### config.mk
export PLATFORM = sky130hd
export DESIGN_NAME = tpi_round
export DESIGN_NICKNAME = d
export VERILOG_FILES = /design/src/hdl/tpi_pkg.sv /design/src/hdl/tpi_round.sv
export SDC_FILE = /design/constraint.sdc
export NUM_CORES = 1
export LEC_CHECK = 0
export BUFFER_PORTS_ARGS = -buffer_cell sky130_fd_sc_hd__clkbuf_2
export CORE_AREA = 2 2 240 242
export CTS_CLUSTER_SIZE = 28
export DETAILED_ROUTE_END_ITERATION = 10
export DIE_AREA = 0 0 242 244
export GPL_TIMING_DRIVEN = 0
export REMOVE_ABC_BUFFERS = 1
export SLEW_MARGIN = 10
export SYNTH_ARGS = -nofsm -noshare
export SYNTH_HDL_FRONTEND = slang
export SYNTH_SLANG_ARGS = --single-unit
export TNS_END_PERCENT = 10
### constraint.sdc
create_clock -name i_clk -period 12.69 [get_ports i_clk]
set_input_delay 0.6345 -clock i_clk [delete_from_list [all_inputs] [get_ports i_clk]]
set_output_delay 0.6345 -clock i_clk [all_outputs]
set_load 0.05 [all_outputs]
### src/hdl/tpi_pkg.sv
// Shared widths, lane codes and word types for the triangle plane interpolator.
package tpi_pkg;

    localparam int CW    = 32;              // coordinate width
    localparam int FRAC  = 16;              // fraction bits
    localparam int P_W   = 2 * CW;          // vertex product
    localparam int A_W   = 2 * CW + 1;      // edge cofactor a
    localparam int E_W   = CW + 1;          // edge deltas b, c
    localparam int DEN_W = 2 * CW + 3;      // twice the area
    localparam int G_W   = 2 * CW + 3;      // gradient numerators
    localparam int NUM_W = 3 * CW + 5;      // widest numerator
    localparam int QB_W  = CW + 1;          // quotient bits per lane
    localparam int QM_W  = QB_W + 1;        // quotient after rounding
    localparam int LANES = 3;

    localparam int LANE_Z  = 0;
    localparam int LANE_GX = 1;
    localparam int LANE_GY = 2;

    localparam logic [QM_W-1:0] LIM_NEG = QM_W'(1) << (CW - 1);
    localparam logic [QM_W-1:0] LIM_POS = LIM_NEG - QM_W'(1);

    typedef struct packed {
        logic signed [CW-1:0] v0_x;
        logic signed [CW-1:0] v0_y;
        logic signed [CW-1:0] v0_z;
        logic signed [CW-1:0] v1_x;
        logic signed [CW-1:0] v1_y;
        logic signed [CW-1:0] v1_z;
        logic signed [CW-1:0] v2_x;
        logic signed [CW-1:0] v2_y;
        logic signed [CW-1:0] v2_z;
        logic signed [CW-1:0] query_x;
        logic signed [CW-1:0] query_y;
    } t_in;

    typedef struct packed {
        logic [NUM_W-1:0]                  d;
        logic [LANES-1:0][NUM_W-1:0]       rem;
        logic [LANES-1:0][QB_W-1:0]        q;
        logic [LANES-1:0]                  neg;
        logic [LANES-1:0]                  over;
        logic                              degen;
    } t_div;

    typedef struct packed {
        logic [CW-1:0] interp_z;
        logic [CW-1:0] grad_x;
        logic [CW-1:0] grad_y;
        logic          degenerate;
        logic          saturated;
    } t_res;

endpackage

### src/hdl/tpi_round.sv
// Round to nearest (ties away), clip to range, apply sign and zero-area rule.
module tpi_round import tpi_pkg::*; (
    input  logic i_clk,
    input  logic i_rst_n,
    input  logic i_en,
    input  logic i_valid,
    input  t_div i_div,
    output logic o_valid,
    output t_res o_res
);

    logic                          r_vld1;
    logic [LANES-1:0][QM_W-1:0]    r_m;
    logic [LANES-1:0]              r_neg;
    logic [LANES-1:0]              r_over;
    logic                          r_degen;

    logic [LANES-1:0][QM_W-1:0]    w_lim;
    logic [LANES-1:0]              w_sat;
    logic [LANES-1:0][QM_W-1:0]    w_val;
    logic [LANES-1:0][QM_W-1:0]    w_sgn;
    t_res                          n_res;

    always_comb begin
        for (int l = 0; l < LANES; l++) begin
            w_lim[l] = r_neg[l] ? LIM_NEG : LIM_POS;
            w_sat[l] = r_over[l] || (r_m[l] > w_lim[l]);
            w_val[l] = w_sat[l] ? w_lim[l] : r_m[l];
            w_sgn[l] = r_neg[l] ? (QM_W'(0) - w_val[l]) : w_val[l];
        end
        n_res.interp_z   = r_degen ? '0 : w_sgn[LANE_Z][CW-1:0];
        n_res.grad_x     = r_degen ? '0 : w_sgn[LANE_GX][CW-1:0];
        n_res.grad_y     = r_degen ? '0 : w_sgn[LANE_GY][CW-1:0];
        n_res.degenerate = r_degen;
        n_res.saturated  = !r_degen && (|w_sat);
    end

    always_ff @(posedge i_clk) begin
        if (!i_rst_n) begin
            r_vld1  <= 1'b0;
            o_valid <= 1'b0;
        end else if (i_en) begin
            r_vld1  <= i_valid;
            o_valid <= r_vld1;
        end
    end

    always_ff @(posedge i_clk) begin
        if (i_en) begin
            for (int l = 0; l < LANES; l++) begin
                // twice the remainder against the divisor decides the round-up
                r_m[l] <= QM_W'(i_div.q[l])
                        + QM_W'({i_div.rem[l], 1'b0} >= {1'b0, i_div.d});
            end
            r_neg   <= i_div.neg;
            r_over  <= i_div.over;
            r_degen <= i_div.degen;
            o_res   <= n_res;
        end
    end

endmodule

==> out/qor.csv, run 1 <==
metric;value;unit
Hold-fix buffers, CTS;0;
vias in the first global route;20300;
Initial Util;37.4;%
syn avg cell area;9.25;um^2
FP Rows;87;
Worst-path clk slew;0.06;ns
Max Buffers Root-to-Sink;3;
fmax;137;MHz
CP Capture Type;flip-flop;
initial antenna violation count;46;
Hold Path Class;in -> reg;
CTS tree;built;
final hold violation count;0;
Final TNS setup;0;ns
PwrDens;87.4;mW/mm^2
core area;0.0562;mm^2
Setup violations, final;0;
Largest stage delay, worst path;0.90;ns
hold path depth;1;
DR vias/cell;5.61;
Avg WL per Cell;22.2;um
vias;20500;
detailed-placement wirelength estimate;70.0;mm
crit-path cells;inv_1 -> ha_1 -> nand4_1 -> nor4_1 -> nand3_1 -> nor4_1 -> or2_2 -> mux2i_1 -> ha_1 -> clkinv_1 -> nor2_1 -> a2111oi_0;
Die Ht;244;um
Synthesis Warnings;0;
Port Buf Inserts;612;
crit path max fanout;43;
period utilisation layout;57.7;%
Top FF cell, synth;edfxtp_1;
largest net degree at the start of global routing;112;
post-CTS setup buffers;0;
ys async rst share;0;%
WP buf/inv;2;
Die ar.;0.0590;mm^2
sequential share of the synthesized area;29.8;%
FF-to-FF path depth;12;
Power, Total;2.25;mW
RD Place Congestion;1.00;
GRT Util Overall;26.6;%
worst skew pair latency;0.54;ns
Worst EP required;12.89;ns
post-layout util;45.9;%
leakage power;11.9;nW
worst-case clock skew;0.0199;ns
H-tree Lvls;1;
WP data arrival;7.52;ns
first-pass GRT wire length;120;mm
min Tclk post-route;7.32;ns
Initial DRT Pass Iterations;5;
max cap viols;0;
Starting DRT DRC Count;1383;
number of I/O pins;613;
Worst path top cell family by delay;simple AND/OR/NAND/NOR gates;
commonest non-fill, non-tap cell in the layout;clkbuf_2;
post-route ant nets;0;
share of cells above drive strength 1;24.4;%
Slew Viols, Final;0;
worst-path cell with the longest stage delay;nor4_1;
Syn Inst Count;2272;
clock root buffer;clkbuf_16;
most frequent cells in the layout;clkbuf_2 (611), ha_1 (405), edfxtp_1 (207);
Worst path depth;12;
area occupied by multi-input gates;0.0140;mm^2
RSZ-0062 raised after global routing;false;
kind of critical path;reg -> reg;
post-synthesis cell type count;79;
CTS resizes;0;
flip-flop and latch area;0.00626;mm^2
Post-Syn Area;0.0210;mm^2
Overflow after GRT;0;
Horiz. Die Dim;242;um
EDFF count, synth;207;
synthesized flop and latch total;209;
Slew @ Worst Pin;1.04;ns
status;complete, no violations;
DRC violations left;0;
routed wire length;81.1;mm
Max VDD drop;0.0895;mV
Final nets;3781;
Relative slew margins;30.2;%
clock sink total;209;
fillers;5547;
area added between synthesis and finish;22.6;%
Critical Path Start Type;flip-flop;
CTS buffer count;23;
==> metrics by stage <==
step	cells	worst slack (ns)	area [um^2]	hold slack, ns
after floorplan	2212	6.35	20700	0.482
after CTS	3634	5.50	25700	0.239
final	3657	5.37	25800	0.270
after global placement	3580	4.12	24700	0.495
after detailed placement	3593	5.53	25000	0.525
after global routing	3649	4.83	25700	0.258
==> synth_stat cells, types with 18 or more instances <==
library cell / n / area share, %
ha_1: 405 / 24
edfxtp_1: 207 / 30
a21oi_1: 169 / 4.0
nor2_1: 167 / 3.0
nand2_1: 155 / 2.8
inv_1: 128 / 2.3
o21ai_0: 126 / 3.0
nand4_1: 107 / 3.2
a21o_1: 93 / 3.3
nor3_1: 82 / 2.0
xnor2_1: 76 / 3.2
nand3_1: 65 / 1.5
a211oi_1: 43 / 1.5
clkbuf_1: 40 / 0.71
xor2_1: 38 / 1.6
nor4_1: 28 / 0.83
and3_1: 24 / 0.71
a221oi_1: 22 / 0.92
mux2i_1: 19 / 0.91
o211ai_1: 19 / 0.68
nor2b_1: 18 / 0.54
==> power by group <==
group,total (mW),internal (mW),leakage [nW],switching (mW)
clock,0.617,0.334,0.318,0.283
combinational,0.739,0.288,9.47,0.451
sequential,0.895,0.831,2.08,0.0639
total,2.25,1.45,11.9,0.798
==> kinds of logic after synthesis <==
logic type	synth area share [%]
adder cells (fa/ha/maj)	24.1
XOR/XNOR	4.75
flip-flops	29.8
AND/OR/NAND/NOR	18.1
buffers and inverters	3.69
AO/OA/AOI/OAI	18.0
multiplexers	1.55
==> state kept, by name, summed over array words and instances, names as in the netlist <==
register	cells
o_valid	1
r_degen	1
r_over	3
r_m	102
r_vld1	1
r_neg	3
o_res	98
==> final cells by class <==
| cell class | instances | area share (%) |
|---|---|---|
| multi-input cells | 1874 | 54.3 |
| flip-flops and latches | 209 | 24.3 |
| repair buffers | 625 | 13.0 |
| well taps | 756 | 3.67 |
| clock buffers | 27 | 2.29 |
| inverters | 129 | 1.88 |
| clock inverters | 14 | 0.316 |
| diodes | 23 | 0.223 |
==> path summary, 6_finish.rpt <==
path	from	to	slack [ns]
worst max-delay path	r_neg[1]	o_res[56]	5.37
worst min-delay path	i_div[1]	r_over[0]	0.27
worst max register to register	r_neg[1]	o_res[56]	5.37
worst min register to register	o_valid	o_valid	0.53
==> layer usage <==
metal | global-route usage (%) | vias up | wire length (um)
li1 | - | 9957 | -
met1 | 29.6 | 9647 | 30700
met2 | 46.6 | 677 | 39500
met3 | 8.41 | 182 | 7220
met4 | 11.4 | 42 | 3550
met5 | 0 | - | 250
Note: power is estimated with default switching activity, not from simulation.
==> run 2: changes to the inputs <==
==> constraint.sdc (replaced) <==
create_clock -name i_clk -period 6.2 [get_ports i_clk]
set_input_delay 0.31 -clock i_clk [delete_from_list [all_inputs] [get_ports i_clk]]
set_output_delay 0.31 -clock i_clk [all_outputs]
set_load 0.05 [all_outputs]
==> run 2 against run 1 <==
Compared with the run above: maximum frequency rose by 29%; clock power rose by 110%; combinational power rose by 110%; routed wire length rose by 0.59%; global-route usage rose by 0.11 points; count of clock-buffer cells in the layout did not move; die area did not move; non-clock buffer count rose by 13; sequential cell count did not move; sequential share of layout area fell by 0.16 points.
==> out/qor.csv, run 2 (same netlist as run 1, synthesis figures left out) <==
metric;value;unit;change
final hold violation count;0;;unchanged
number of I/O pins;613;;unchanged
Setup violations, final;0;;unchanged
RSZ-0062 raised after global routing;false;;
commonest non-fill, non-tap cell in the layout;clkbuf_2;;
Overflow after GRT;0;;unchanged
Die ar.;0.0590;mm^2;unchanged
Worst path top cell family by delay;simple AND/OR/NAND/NOR gates;;
first-pass GRT wire length;121;mm;+0.45%
Final nets;3796;;+0.40%
Max Buffers Root-to-Sink;3;;unchanged
Worst EP required;6.47;ns;-6.42 ns
max reg flops;102;;unchanged
FP Rows;87;;unchanged
WP data arrival;5.95;ns;-1.57 ns
CP Capture Type;flip-flop;;
CTS tree;built;;
Largest stage delay, worst path;0.63;ns;-0.27 ns
H-tree Lvls;1;;unchanged
share of cells above drive strength 1;24.8;%;+0.39 points
Hold WS;0.0412;ns;-0.228 ns
routed wire length;81.6;mm;+0.59%
Avg WL per Cell;22.2;um;+0.15%
Final TNS setup;0;ns;unchanged
DR vias/cell;5.60;;-0.16%
Hold Path Class;in -> reg;;
core area;0.0562;mm^2;unchanged
max cap viols;0;;unchanged
crit path max fanout;34;;-21%
fillers;5544;;-0.054%
Critical Path Start Type;flip-flop;;
most flop-heavy register;r_m;;
Worst-path clk slew;0.06;ns;about the same
worst-path cell with the longest stage delay;edfxtp_1;;
clock root buffer;clkbuf_16;;
RD Place Congestion;1.00;;unchanged
CTS buffer count;23;;unchanged
vias;20600;;+0.27%
PwrDens;178;mW/mm^2;+100%
vias in the first global route;20300;;+0.39%
area added between synthesis and finish;23.4;%;
Relative slew margins;30.3;%;+0.13 points
fmax;176;MHz;+29%
clock sink total;209;;unchanged
Slew Viols, Final;0;;unchanged
most frequent cells in the layout;clkbuf_2 (611), ha_1 (403), edfxtp_1 (207);;
largest net degree at the start of global routing;112;;unchanged
leakage power;11.9;nW;+0.52%
min Tclk post-route;5.67;ns;-1.65 ns
Initial Util;37.4;%;unchanged
Starting DRT DRC Count;1381;;-0.14%
DRC violations left;0;;unchanged
Slew @ Worst Pin;1.04;ns;+0.00648 ns
detailed-placement wirelength estimate;70.0;mm;unchanged
worst skew pair latency;0.55;ns;about the same
Horiz. Die Dim;242;um;unchanged
initial antenna violation count;46;;unchanged
worst-case clock skew;0.0224;ns;+0.00247 ns
status;complete, no violations;;
crit-path cells;buf_8 -> inv_1 -> ha_1 -> nand4bb_1 -> nor4_1 -> o211ai_1 -> and3_1 -> o21ai_4 -> nand2_1 -> o21ai_0 -> ha_1 -> inv_1 -> nor2_2 -> nand2_1 -> a221oi_1 -> nor3_1;;
Power, Total;4.63;mW;+110%
Max VDD drop;0.183;mV;+100%
Initial DRT Pass Iterations;6;;+1
Port Buf Inserts;612;;unchanged
Die Ht;244;um;unchanged
post-route ant nets;0;;unchanged
GRT Util Overall;26.7;%;+0.11 points
largest registers;r_m (102), o_res (98);;
kind of critical path;reg -> reg;;
WP buf/inv;3;;+1
period utilisation layout;91.5;%;+34 points
==> run 2: worst paths after layout <==
path / slack, ns / end / start / cells after the start
worst max-delay path: 0.53 / o_res[26] / r_neg[2] / 16
worst max register to register: 0.53 / o_res[26] / r_neg[2] / 16
worst min register to register: 0.53 / o_valid / o_valid / 2
worst min-delay path: 0.04 / r_vld1 / i_valid / 3
==> run 2: stage by stage <==
| step | instance area [um^2] | cells | worst slack (ns) | utilization, % |
|---|---|---|---|---|
| 6_report | 25900 | 3673 | 0.528 | 46.2 |
| 5_1_grt | 25900 | 3664 | 0.00160 | 46.1 |
| 4_1_cts | 25800 | 3645 | 0.0874 | 46.0 |
| 3_5_place_dp | 25000 | 3593 | -0.963 | 44.6 |
| 3_3_place_gp | 24700 | 3580 | -2.37 | 44.0 |
| 2_1_floorplan | 20700 | 2212 | -0.135 | - |
==> run 2: tightest hold or removal path, cell delays in order <==
cell      delay, ns
clkbuf_2       0.07
mux2i_1        0.06
nor2b_1        0.10
==> run 2: area by class of cell <==
class	instances	area (um^2)	area share, %
well taps	756	946	3.65
diodes	24	60.1	0.232
repair buffers	638	3460	13.3
inverters	129	492	1.90
clock inverters	14	81.3	0.314
multi-input cells	1875	14000	54.1
repair inverters	1	5.00	0.0193
clock buffers	27	591	2.28
flip-flops and latches	209	6260	24.1
==> run 2: layer usage <==
layer | global-route usage [%] | share of wire (%)
met2 | 46.8 | 49
met1 | 29.7 | 38
met3 | 8.40 | 8.7
met4 | 11.4 | 4.3
met5 | 0 | 0.32
==> run 2: power by group <==
| part | switching, mW | leakage, nW | total, mW | internal (mW) |
|---|---|---|---|---|
| Clock | 0.584 | 0.318 | 1.27 | 0.683 |
| Combinational | 0.933 | 9.54 | 1.53 | 0.597 |
| Sequential | 0.128 | 2.08 | 1.83 | 1.70 |
==> run 2: what timing repair did <==
item / in CTS / in global routing
endpoints found under the hold margin: 9 / 0
setup buffers: 2 / 3
hold buffers: 8 / 0
gates resized for setup: 4 / 6
cloned: 1 / 1
pin swaps: 0 / 1
endpoints found under the setup margin: 14 / 25
